--- config.mk ---
export PLATFORM = sky130hd
export DESIGN_NAME = ascii_decimal_number_parser_core
export DESIGN_NICKNAME = d
export VERILOG_FILES = /design/src/sv/adnp_pkg.sv /design/src/sv/ascii_decimal_number_parser_core.sv
export SDC_FILE = /design/constraint.sdc
export NUM_CORES = 1
export LEC_CHECK = 0
export BUFFER_PORTS_ARGS = -buffer_cell sky130_fd_sc_hd__buf_2
export CORE_UTILIZATION = 62
export DETAILED_ROUTE_END_ITERATION = 16
export PLACE_DENSITY_LB_ADDON = 0.1
export SYNTH_ARGS = -nofsm -noshare
export SYNTH_HDL_FRONTEND = slang
export SYNTH_SLANG_ARGS = --single-unit
--- constraint.sdc ---
create_clock -name clk -period 7.1 [get_ports clk]
set_clock_uncertainty 0.15 [all_clocks]
set_input_delay 1.065 -clock clk [delete_from_list [all_inputs] [get_ports clk]]
set_output_delay 1.065 -clock clk [all_outputs]
set_load 0.02 [all_outputs]
--- src/sv/adnp_pkg.sv ---
// ----------------------------------------------------------------------------
// adnp_pkg
// Shared types and constants for the ASCII decimal number parser: character
// codes, status codes, fixed result width and the powers of ten.
// ----------------------------------------------------------------------------
package adnp_pkg;

  localparam int FracBitsDef      = 16;
  localparam int MaxFracDigitsDef = 5;
  localparam int IntBitsDef       = 31;

  localparam int ValueW = 48;
  localparam int MagW   = ValueW - 1;

  localparam logic [7:0] CHAR_ZERO  = 8'h30;
  localparam logic [7:0] CHAR_NINE  = 8'h39;
  localparam logic [7:0] CHAR_POINT = 8'h2E;
  localparam logic [7:0] CHAR_COMMA = 8'h2C;
  localparam logic [7:0] CHAR_MINUS = 8'h2D;
  localparam logic [7:0] CHAR_CR    = 8'h0D;
  localparam logic [7:0] CHAR_LF    = 8'h0A;

  typedef enum logic [2:0] {
    ST_OK        = 3'd0,
    ST_SEP_TWICE = 3'd1,
    ST_MINUS_POS = 3'd2,
    ST_MINUS_TWICE = 3'd3,
    ST_BAD_CHAR  = 3'd4
  } status_t;

  localparam logic [63:0] PowTen [0:9] = '{
    64'd1, 64'd10, 64'd100, 64'd1000, 64'd10000, 64'd100000, 64'd1000000,
    64'd10000000, 64'd100000000, 64'd1000000000
  };

endpackage

--- src/sv/ascii_decimal_number_parser_core.sv ---
// ----------------------------------------------------------------------------
// ascii_decimal_number_parser_core
// Parses a signed decimal number from a character stream into Q(INT).FRAC
// fixed point, echoing every character.
// ----------------------------------------------------------------------------
// Usage:
//   Input channel in_valid/in_ready carries one character per word. Every
//   character yields exactly one result word on out_valid/out_ready: the echo,
//   a done flag, a status code and the parsed value.
//   A number is [-]digits[. or ,digits] ended by CR or LF (done, status ok,
//   value valid) or by an illegal character (done, nonzero status, value 0).
//   The parse state clears after every ended number.
//   A word accepted into the input register moves on to the output register;
//   each register holds one word. Throughput: one word per cycle while the
//   receiver keeps out_ready high. The parse state is updated in the same
//   cycle that loads the output register.
//   Reset (rst_n low, synchronous) clears the parse state and the valid flags of both stages.
//   When the receiver stalls, the output word holds, the input register
//   fills, and in_ready drops until out_ready returns.
// ----------------------------------------------------------------------------
module ascii_decimal_number_parser_core #(
  parameter int FRAC_BITS       = adnp_pkg::FracBitsDef,
  parameter int MAX_FRAC_DIGITS = adnp_pkg::MaxFracDigitsDef,
  parameter int INT_BITS        = adnp_pkg::IntBitsDef
) (
  input  logic                              clk,
  input  logic                              rst_n,
  input  logic                              in_valid,
  output logic                              in_ready,
  input  logic [7:0]                        in_byte,
  output logic                              out_valid,
  input  logic                              out_ready,
  output logic [7:0]                        out_echo_byte,
  output logic                              out_done_res,
  output logic [2:0]                        out_status,
  output logic signed [adnp_pkg::ValueW-1:0] out_value
);

  localparam int CntW = $clog2(MAX_FRAC_DIGITS + 1);
  localparam int CatW = INT_BITS + FRAC_BITS;
  localparam int ExtW = CatW + adnp_pkg::MagW;

  // fraction weights round(2^FRAC_BITS / 10^k)
  logic [FRAC_BITS-1:0] frac_wt [1:MAX_FRAC_DIGITS];

  for (genvar k = 1; k <= MAX_FRAC_DIGITS; k++) begin : g_wt
    localparam logic [63:0] Wk =
      ((64'd1 << (FRAC_BITS + 1)) + adnp_pkg::PowTen[k]) / (64'd2 * adnp_pkg::PowTen[k]);
    assign frac_wt[k] = Wk[FRAC_BITS-1:0];
  end

  // input stage
  logic       in_valid_r;
  logic [7:0] in_byte_r;
  logic       advance;

  // parse state
  logic [INT_BITS-1:0]  int_r, int_nxt;
  logic [FRAC_BITS-1:0] frac_r, frac_nxt;
  logic [CntW-1:0]      cnt_r, cnt_nxt;
  logic                 point_r, point_nxt;
  logic                 neg_r, neg_nxt;

  // output stage
  logic                           out_valid_r;
  logic [7:0]                     echo_r;
  logic                           done_r, done_nxt;
  adnp_pkg::status_t              status_r, status_nxt;
  logic [adnp_pkg::ValueW-1:0]    value_r, value_nxt;

  assign advance  = in_valid_r && (!out_valid_r || out_ready);
  assign in_ready = !in_valid_r || advance;

  // datapath
  logic [3:0]             digit;
  logic [INT_BITS+3:0]    int_sum;
  logic [CntW-1:0]        cnt_inc;
  logic [FRAC_BITS+3:0]   frac_prod;
  logic [FRAC_BITS+4:0]   frac_sum;
  logic [ExtW-1:0]        cat_ext;
  logic                   mag_over;
  logic [adnp_pkg::MagW-1:0]   mag;
  logic [adnp_pkg::ValueW-1:0] mag_ext;
  logic                   is_digit;

  assign digit    = in_byte_r[3:0];
  assign is_digit = (in_byte_r >= adnp_pkg::CHAR_ZERO) && (in_byte_r <= adnp_pkg::CHAR_NINE);
  assign int_sum  = {1'b0, int_r, 3'b000} + {3'b000, int_r, 1'b0}
                  + {{INT_BITS{1'b0}}, digit};
  assign cnt_inc  = cnt_r + CntW'(1);
  assign frac_prod = (FRAC_BITS+4)'(digit) * (FRAC_BITS+4)'(frac_wt[cnt_inc]);
  assign frac_sum  = {5'b00000, frac_r} + {1'b0, frac_prod};

  assign cat_ext  = {{adnp_pkg::MagW{1'b0}}, int_r, frac_r};
  assign mag_over = |cat_ext[ExtW-1:adnp_pkg::MagW];
  assign mag      = mag_over ? {adnp_pkg::MagW{1'b1}} : cat_ext[adnp_pkg::MagW-1:0];
  assign mag_ext  = {1'b0, mag};

  always_comb begin
    int_nxt    = int_r;
    frac_nxt   = frac_r;
    cnt_nxt    = cnt_r;
    point_nxt  = point_r;
    neg_nxt    = neg_r;
    done_nxt   = 1'b0;
    status_nxt = adnp_pkg::ST_OK;
    value_nxt  = '0;
    priority if (is_digit) begin
      if (!point_r) begin
        int_nxt = (|int_sum[INT_BITS+3:INT_BITS]) ? {INT_BITS{1'b1}}
                                                   : int_sum[INT_BITS-1:0];
      end else if (32'(cnt_r) < MAX_FRAC_DIGITS) begin
        cnt_nxt  = cnt_inc;
        frac_nxt = (|frac_sum[FRAC_BITS+4:FRAC_BITS]) ? {FRAC_BITS{1'b1}}
                                                       : frac_sum[FRAC_BITS-1:0];
      end
    end else if (in_byte_r == adnp_pkg::CHAR_POINT || in_byte_r == adnp_pkg::CHAR_COMMA) begin
      if (!point_r) begin
        point_nxt = 1'b1;
      end else begin
        done_nxt   = 1'b1;
        status_nxt = adnp_pkg::ST_SEP_TWICE;
      end
    end else if (in_byte_r == adnp_pkg::CHAR_MINUS) begin
      priority if ((|int_r) || point_r) begin
        done_nxt   = 1'b1;
        status_nxt = adnp_pkg::ST_MINUS_POS;
      end else if (neg_r) begin
        done_nxt   = 1'b1;
        status_nxt = adnp_pkg::ST_MINUS_TWICE;
      end else begin
        neg_nxt = 1'b1;
      end
    end else if (in_byte_r == adnp_pkg::CHAR_CR || in_byte_r == adnp_pkg::CHAR_LF) begin
      done_nxt  = 1'b1;
      value_nxt = neg_r ? (~mag_ext + adnp_pkg::ValueW'(1)) : mag_ext;
    end else begin
      done_nxt   = 1'b1;
      status_nxt = adnp_pkg::ST_BAD_CHAR;
    end
    if (done_nxt) begin
      int_nxt   = '0;
      frac_nxt  = '0;
      cnt_nxt   = '0;
      point_nxt = 1'b0;
      neg_nxt   = 1'b0;
    end
  end

  always_ff @(posedge clk) begin
    if (!rst_n) begin
      in_valid_r  <= 1'b0;
      out_valid_r <= 1'b0;
      int_r       <= '0;
      frac_r      <= '0;
      cnt_r       <= '0;
      point_r     <= 1'b0;
      neg_r       <= 1'b0;
    end else begin
      if (in_ready) begin
        in_valid_r <= in_valid;
      end
      if (advance) begin
        out_valid_r <= 1'b1;
        int_r       <= int_nxt;
        frac_r      <= frac_nxt;
        cnt_r       <= cnt_nxt;
        point_r     <= point_nxt;
        neg_r       <= neg_nxt;
      end else if (out_ready) begin
        out_valid_r <= 1'b0;
      end
    end
  end

  always_ff @(posedge clk) begin
    if (in_valid && in_ready) begin
      in_byte_r <= in_byte;
    end
    if (advance) begin
      echo_r   <= in_byte_r;
      done_r   <= done_nxt;
      status_r <= status_nxt;
      value_r  <= value_nxt;
    end
  end

  assign out_valid     = out_valid_r;
  assign out_echo_byte = echo_r;
  assign out_done_res  = done_r;
  assign out_status    = status_r;
  assign out_value     = value_r;

endmodule
Yosys cells after proc, flatten, opt, wreduce, memory -nomap -nowiden

Memories as Yosys holds them, arrays and structs flattened.
Cells that the tools add are included.

Logic and storage cells: 100
Memories kept: 1
Flip-flop bits (word level): 122
Bits of input ports: 12
ROM bits: 128
RAM bits: 0
Latch bits: 0

Memory list:

| memory          | words | bits a word | rd ports | clocked after memory_dff | write ports | RTL line                               | text |
|---|---|---|---|---|---|---|---|
| (no name shown) | 8     | 16          | 1        | 0                        | 0           | ascii_decimal_number_parser_core.sv:91 | `assign frac_prod = (FRAC_BITS+4)'(digit) * (FRAC_BITS+4)'(frac_wt[cnt_inc]);` |

Bitwise logic cells: 4
$lt $le $gt $ge: 4
Reductions and logical operators: 25
Divide/modulo/power cells: 0
Eq/ne operators: 9
Multiplexer cells: 38
Shift-type cells: 0
Add/sub/neg operators: 5
Multiply operators: 1

Operator list:

| operator              | count |
|---|---|
| $mux 31               | 4 |
| $mux 16               | 7 |
| $add 48x1->48 const B | 1 |
| $not 47->48           | 1 |
| $mux 47               | 1 |
| $add 34x32->35        | 1 |
| $add 35x4->35         | 1 |
| $reduce_or 31->1      | 1 |
| $eq 8x6->1 const B    | 3 |
| $add 16x20->21        | 1 |
| $mux 3                | 7 |
| $mul 4x16->20         | 1 |
| $mux 1                | 17 |
| $eq 8x4->1 const B    | 2 |
| $reduce_bool 2->1     | 6 |
| $reduce_or 5->1       | 2 |
| $ge 8x6->1 const B    | 1 |
| $le 8x6->1 const B    | 1 |
| $reduce_or 4->1       | 2 |
| $ne 2x2->1 const B    | 3 |
| $reduce_and 3->1      | 2 |
| $logic_or 1x1->1      | 5 |
| $reduce_and 5->1      | 1 |
| $ge 4x4->1 const B    | 1 |
| other kinds (9)       | 14 |

Longest topological paths before layout

Gate-level depths: netlist (run 1).

Word-level depth: 13
Depth in mapped cells: 21
Gate-level depth less buffers: 19

Worst setup path after synthesis (run 1)

No wires, ideal clock.

Kind: register to register
Start: register cnt_r[1]
End: register frac_r[15]
Clock period less this slack: 5652 ps
Data required time: 6825 ps
Library setup time: 125 ps
Path buffers: 3
Stages on the path, launching flop included: 21
Slack: 1448 ps
Data arrival time: 5377 ps
Path through: dfxtp_1 -> ha_1 -> xnor2_1 -> clkbuf_1 -> nand2_1 -> nor2_1 -> fa_1 -> fa_1 -> inv_1 -> fa_1 -> inv_1 -> ha_1 -> a21o_1 -> a21o_1 -> a21o_1 -> a221o_1 -> or4_1 -> buf_1 -> clkbuf_1 -> a32oi_1 -> nand3_1

Cells in the longest elaborated chain, start to end: 13

Ends and longest elaborated chain:

| what                                       | RTL line                                | text |
|---|---|---|
| start: declaration                         | ascii_decimal_number_parser_core.sv:60  | `logic [CntW-1:0] cnt_r, cnt_nxt;` |
| start signal: assignment                   | ascii_decimal_number_parser_core.sv:167 | `cnt_r <= cnt_nxt;` |
| $add 3x1->3                                | ascii_decimal_number_parser_core.sv:90  | `assign cnt_inc = cnt_r + CntW'(1);` |
| $not 3->4 (not written as such)            | ascii_decimal_number_parser_core.sv:91  |  |
| $mem_v2 8x16                               | n/a                                     |  |
| $mux 16 (not written as such) (2 in a row) | ascii_decimal_number_parser_core.sv:91  |  |
| $mul 4x16->20                              | ascii_decimal_number_parser_core.sv:91  |  |
| $add 16x20->21                             | ascii_decimal_number_parser_core.sv:92  | `assign frac_sum = {5'b00000, frac_r} + {1'b0, frac_prod};` |
| $reduce_or 5->1                            | ascii_decimal_number_parser_core.sv:114 | `frac_nxt = (\|frac_sum[FRAC_BITS+4:FRAC_BITS]) ? {FRAC_BITS{1'b1}}` |
| $mux 16                                    | ascii_decimal_number_parser_core.sv:114 |  |
| $mux 16                                    | ascii_decimal_number_parser_core.sv:112 | `end else if (32'(cnt_r) < MAX_FRAC_DIGITS) begin` |
| $mux 16                                    | ascii_decimal_number_parser_core.sv:109 | `if (!point_r) begin` |
| $mux 16                                    | ascii_decimal_number_parser_core.sv:108 | `priority if (is_digit) begin` |
| $mux 16                                    | ascii_decimal_number_parser_core.sv:141 | `if (done_nxt) begin` |
| end signal: assignment                     | ascii_decimal_number_parser_core.sv:166 | `frac_r <= frac_nxt;` |
| end: declaration                           | ascii_decimal_number_parser_core.sv:59  | `logic [FRAC_BITS-1:0] frac_r, frac_nxt;` |

Several ways; a longest one is shown, not always the timed one. The select of a mux whose other input is x is not followed.
A chain may end at the register's enable or synchronous reset.

Worst setup path after layout (run 1)

Ends and elaborated chain as after synthesis.

==> impl_metrics.toml, run 1 <==
[critical_path]
crit_start = "cnt_r[1]$_SDFFE_PN0P_"
start_kind = "flop"
critPathRequiredTime_ns = 7.25
end_kind = "flop"
arrival_ns = 6.17
regToRegStartpoint = "cnt_r[1]$_SDFFE_PN0P_"
critical_path_class = "flop to flop"
crit_fanout = 16

[pwr]
combPwrFrac = 0.163
irDropWorstVdd_mv = 0.186
power.leakage_nw = 4.65
power_mw = 2.03
p_int_mw = 1.44
switchingPower_uw = 584
power_frac_clock = 0.448
p_per_area_nw_per_um2 = 185
p_sw_frac = 0.288
seqPwrFrac = 0.389

[die]
fp-row-count = 45
core_um2 = 15400
fp.dieH_um = 128
die_area_um2 = 16400
die_x_um = 128
start_util = 0.640
ios = 74

[yosys]
synth_seq_cells = 122
synth_cell_types = 68
synth-edff-count = 68
ys_async_sr_fraction = 0
synth-main-ff-cell = "edfxtp_1"
synth_nets = 1240
synth_area_um2 = 9840
synth_cells = 1099
avgSynthCellArea_um2 = 8.95
seq_area_frac_synth = 0.317
ys_warn_count = 0

[detailed_routing]
wl_per_cell_um = 17.8
via_per_inst = 6.19
drc = 0
dr_wl_met2_um = 10800
drtPass1Iterations = 6
met3_length_um = 1860
antenna_left = 0
highest_layer = "met4"
drt_wl_total_um = 24400
drt-initial-drc-count = 725
wl_met1_um = 11300
vias = 8511

[global_routing]
grtUsageTotal = 0.313
grt.overflow.total = 0
grt_max_degree = 62
grt_pass1_vias = 7910
grt_pass1_wl_um = 39700
antenna_found_initial = 0

[hold_path]
hold_class = "flop to flop"
hp-start = "in_byte_r[5]$_DFFE_PP_"

[clock_network]
clk_pin_slew_ns = 0.06
holdBufCountCts = 0
cts.sinks = 122
cts_resized = 0
insertion_delay_ns = 0.43
cts_buffer_depth = 2
cts_tree = "done"
post_cts_buffers = 0
cts_buffers = 17
htreeDepth = 4
cts-root-buf = "clkbuf_16"

[job]
cap_violations = 0

[timing]
finalCritPeriodShare = 0.848
fmax_ghz = 0.166
setup_tns_ns = 0
post-route-min-period_ns = 6.02
setup_viol_count_final = 0
worstMarginPinSlew_ns = 1.12
drv_slew = 0
rsz0062_at_grt = "false"
hold_violations = 0
slew_headroom = 0.254

[layout]
final_common_cell = "ha_1"
fillers = 1191
syn_to_final_growth_pct = 11.3
nets = 1291
drive_gt1_frac = 0.117
final_cell_mix = "ha_1, nor2_1, a21oi_1, inv_1, nand2_1"
diodes = 0

[status]
status = "complete, no violations"

[placed_design]
hpwl_um = 17800
port_buffers = 73
gp_congestion = 0.954
## per-stage QoR
step | area, um^2 | hold WS (ns) | std cells | utilization | setup WS (ns)
2_1_floorplan | 9840 | 0.284 | 1099 | - | 1.45
3_3_place_gp | 10300 | 0.303 | 1342 | 0.673 | 1.31
3_5_place_dp | 10300 | 0.305 | 1342 | 0.673 | 1.14
4_1_cts | 11000 | 0.319 | 1374 | 0.713 | 1.11
5_1_grt | 11000 | 0.340 | 1374 | 0.713 | 0.677
6_report | 11000 | 0.325 | 1374 | 0.713 | 1.08
## cells by family after synthesis
kind of cell    synth area share
fa+ha+maj                  0.187
simple gates               0.168
buf+inv                   0.0513
flops                      0.317
mux                      0.00305
xor+xnor                  0.0685
compound gates             0.205
## cells in the mapped netlist, types with 4 or more instances
cell type	number	area share
a21oi_1	84	0.043
and2_1	14	0.0089
clkbuf_1	36	0.014
a21o_1	15	0.011
nand4_1	8	0.0051
nor3b_1	6	0.0046
o31ai_1	12	0.0092
nor3_1	12	0.0061
and4_1	5	0.0045
a211oi_1	15	0.011
nand2_1	77	0.029
or3_1	16	0.010
a41oi_1	15	0.013
dfxtp_1	54	0.11
o2111ai_1	4	0.0036
buf_2	10	0.0051
and3_1	17	0.011
o21ai_0	72	0.037
or2_2	9	0.0057
xnor2_1	33	0.029
a311oi_1	5	0.0045
o41ai_1	8	0.0071
o211ai_1	6	0.0046
ha_1	99	0.13
nand3_1	16	0.0081
or4_1	12	0.0092
nor2_1	91	0.035
xor2_1	44	0.039
fa_1	30	0.061
nor4_1	9	0.0057
nor2b_1	17	0.011
inv_1	83	0.032
edfxtp_1	68	0.21
a31oi_1	22	0.014
o21a_1	11	0.0084
nand2b_1	8	0.0051
## flip-flops by register name (all words and copies together) (netlist names)
| register | cells |
|---|---|
| out_value | 48 |
| int_r | 31 |
| neg_r | 1 |
| out_echo_byte | 8 |
| out_status | 3 |
| frac_r | 16 |
| out_done_res | 1 |
| out_valid | 1 |
| in_byte_r | 8 |
| in_valid_r | 1 |
| point_r | 1 |
| cnt_r | 3 |
## power groups by stage
stage	Sequential (mW)	Clock [mW]	Combinational, mW
final	0.788	0.909	0.330
after global placement	0.802	0	0.318
after detailed placement	0.802	0	0.323
after CTS	0.788	0.914	0.326
after global routing	0.791	0.943	0.367
after floorplan	0.811	0	0.232
## routing by layer
metal	up-vias	GRT usage
met2	355	0.493
met4	0	0.0913
met1	3998	0.436
met3	37	0.0626
met5	-	0
li1	4121	-
## final timing paths
| check | endpoint | cells after the start | slack (ns) |
|---|---|---|---|
| max | frac_r[15]$_SDFFE_PN0P_ | 19 | 1.08 |
| min | out_echo_byte[5]$_DFFE_PP_ | 0 | 0.33 |
| max reg2reg | frac_r[15]$_SDFFE_PN0P_ | 19 | 1.08 |
| min reg2reg | out_echo_byte[5]$_DFFE_PP_ | 0 | 0.33 |
## cell type report
class | count | area [um^2] | share of cell area
clock buffers | 17 | 425 | 0.0388
inverters | 83 | 312 | 0.0284
well taps | 211 | 264 | 0.0241
clock inverters | 15 | 190 | 0.0174
flip-flops and latches | 122 | 3120 | 0.285
repair buffers | 80 | 418 | 0.0382
multi-input cells | 846 | 6220 | 0.568
## critical path, cell delays in order, from the launching register on
cell	delay, ns
dfxtp_1	0.41
ha_1	0.25
xnor2_1	0.13
buf_4	0.20
nor2_1	0.05
a21oi_1	0.24
nor2b_1	0.10
fa_1	0.46
fa_1	0.51
inv_1	0.05
fa_1	0.49
inv_1	0.04
ha_1	0.34
and3_1	0.18
a2111oi_0	0.84
o21ai_0	0.38
a31oi_1	0.24
o21ai_1	0.39
a32oi_1	0.34
nand3_1	0.09
Note: power is estimated with default switching activity, not from simulation.
==> inputs of run 2 (changes only) <==
--- a/config.mk
+++ b/config.mk
@@ -6,7 +6,7 @@
 export NUM_CORES = 1
 export LEC_CHECK = 0
 export BUFFER_PORTS_ARGS = -buffer_cell sky130_fd_sc_hd__buf_2
-export CORE_UTILIZATION = 62
+export CORE_UTILIZATION = 56
 export DETAILED_ROUTE_END_ITERATION = 16
 export PLACE_DENSITY_LB_ADDON = 0.1
 export SYNTH_ARGS = -nofsm -noshare
==> constraint.sdc (replaced) <==
create_clock -name clk -period 5 [get_ports clk]
set_clock_uncertainty 0.15 [all_clocks]
set_input_delay 0.75 -clock clk [delete_from_list [all_inputs] [get_ports clk]]
set_output_delay 0.75 -clock clk [all_outputs]
set_load 0.02 [all_outputs]
==> run 2 against run 1 <==
  * First-iteration DRC count shrank 4.0%
  * Global-route usage shrank 2.9 points
  * Hold slack gained 0.0050 ns
  * Critical path depth shrank 1
  * Total power grew 45%
  * Critical endpoint is now frac_r[10]$_SDFFE_PN0P_
  * Largest power group unchanged
  * Highest routed layer unchanged
==> impl_metrics.toml, run 2 (synthesis results as in run 1) <==
[status]
status = "complete, no violations"

[placed_design]
gp_congestion = 0.939
port_buffers = 73
hpwl_um = 18300
placed_cells = 1370

[layout]
final_util = 0.655
final_common_cell = "ha_1"
nets = 1310
drive_gt1_frac = 0.153
fin_cells = 1407
largest_reg_flops = 48
syn_to_final_growth_pct = 14.7
final_cell_mix = "ha_1, nor2_1, inv_1, a21oi_1, nand2_1"
diodes = 0
fillers = 1428

[clock_network]
htreeDepth = 4
cts_buffers = 17
holdBufCountCts = 0
cts.sinks = 122
cts_tree = "done"
cts_buffer_depth = 2
clk_pin_slew_ns = 0.06
cts-root-buf = "clkbuf_16"
insertion_delay_ns = 0.43

[pwr]
power.leakage_nw = 4.76
p_per_area_nw_per_um2 = 260
irDropWorstVdd_mv = 0.256

[global_routing]
grt_max_degree = 48
grt_pass1_wl_um = 39900
grtUsageTotal = 0.283
antenna_found_initial = 0
grt_pass1_vias = 7683
grt.overflow.total = 0

[die]
ios = 74
core_um2 = 17200
die_x_um = 135
fp-row-count = 48
fp.dieH_um = 135
start_util = 0.571
die_area_um2 = 18100

[critical_path]
critical_path_class = "flop to flop"
crit_fanout = 15
end_kind = "flop"
critPathRequiredTime_ns = 5.13
start_kind = "flop"
arrival_ns = 5.03

[detailed_routing]
drt-initial-drc-count = 696
drc = 0
vias = 8513
wl_met1_um = 12000
drtPass1Iterations = 6
via_per_inst = 6.05
antenna_left = 0
dr_wl_met2_um = 11200
highest_layer = "met4"
drt_wl_total_um = 25100
met3_length_um = 1540
wl_per_cell_um = 17.8

[timing]
slew_headroom = 0.189
drv_slew = 0
fmax_ghz = 0.204
setup_viol_count_final = 0
worstMarginPinSlew_ns = 1.21
rsz0062_at_grt = "true"
setup_tns_ns = 0
post-route-min-period_ns = 4.90
finalCritPeriodShare = 0.980
hold_violations = 0
whs_ns = 0.330

[job]
cap_violations = 0

[hold_path]
hold_class = "flop to flop"
## run 2: changes by cell type in the layout (fill, tap and decap cells not counted), moves of 3 or more
| cell | before | now |
|---|---|---|
| nor2_1 | 90 | 85 |
| ha_1 | 99 | 96 |
| o21ai_0 | 72 | 66 |
| nor2_2 | 1 | 4 |
| o21ai_1 | 3 | 9 |
| ha_4 | 0 | 3 |
| a21oi_1 | 84 | 78 |
| a21oi_2 | 0 | 6 |
| buf_4 | 7 | 25 |
## run 2: area by class of cell
type | instances | area (um^2) | share of cell area
clock buffer | 17 | 425 | 0.0377
timing repair buffer | 99 | 573 | 0.0508
multi-input combinational | 846 | 6380 | 0.565
tap | 225 | 282 | 0.0250
sequential | 122 | 3130 | 0.277
inverter | 83 | 312 | 0.0276
clock inverter | 15 | 188 | 0.0166
## run 2: through the flow
step           power (mW)  worst slack (ns)  area, um^2
6_report             2.93             0.100       11300
5_1_grt              3.04           -0.0904       11300
4_1_cts              2.91           0.00588       11200
3_5_place_dp         1.61           -0.0388       10500
3_3_place_gp         1.61            0.0988       10500
2_1_floorplan        1.49            0.0147        9930
## run 2: what timing repair did
action | in CTS | in global routing
gates resized for setup | 4 | 25
pin swaps | 2 | 5
buffers inserted | 2 | 3
setup endpoints to repair | 14 | 16
## run 2: path summary, 6_finish.rpt
path                                             start                      end  slack, ns  cells past startpoint
worst max-delay path             cnt_r[1]$_SDFFE_PN0P_  frac_r[10]$_SDFFE_PN0P_       0.10                     18
worst min-delay path            frac_r[4]$_SDFFE_PN0P_   frac_r[4]$_SDFFE_PN0P_       0.33                      2
worst min register to register  frac_r[4]$_SDFFE_PN0P_   frac_r[4]$_SDFFE_PN0P_       0.33                      2
worst max register to register   cnt_r[1]$_SDFFE_PN0P_  frac_r[10]$_SDFFE_PN0P_       0.10                     18
## run 2: routing by layer
metal / GRT usage / up-vias
met2: 0.444 / 323
met1: 0.412 / 4016
met4: 0.0705 / 0
met5: 0.0139 / -
li1: - / 4152
met3: 0.0372 / 22
## run 2: worst max-delay path, cell delays in order (launching register included)
cell     delay [ns]
dfxtp_4        0.37
ha_4           0.18
xnor2_4        0.28
nand2_2        0.14
nor2_4         0.12
fa_1           0.43
fa_1           0.49
inv_1          0.05
fa_1           0.49
inv_2          0.05
ha_4           0.23
a21o_1         0.17
a21o_1         0.17
a21o_1         0.17
a221o_1        0.33
or4_4          0.52
buf_12         0.17
a21oi_1        0.14
o21ai_0        0.11
## run 2: power by group
part	leakage, nW	total (mW)	switching (mW)	internal (mW)
Clock	0.299	1.31	0.513	0.795
Combinational	3.37	0.511	0.321	0.190
Sequential	1.09	1.11	0.0267	1.09
Total	4.76	2.93	0.860	2.07
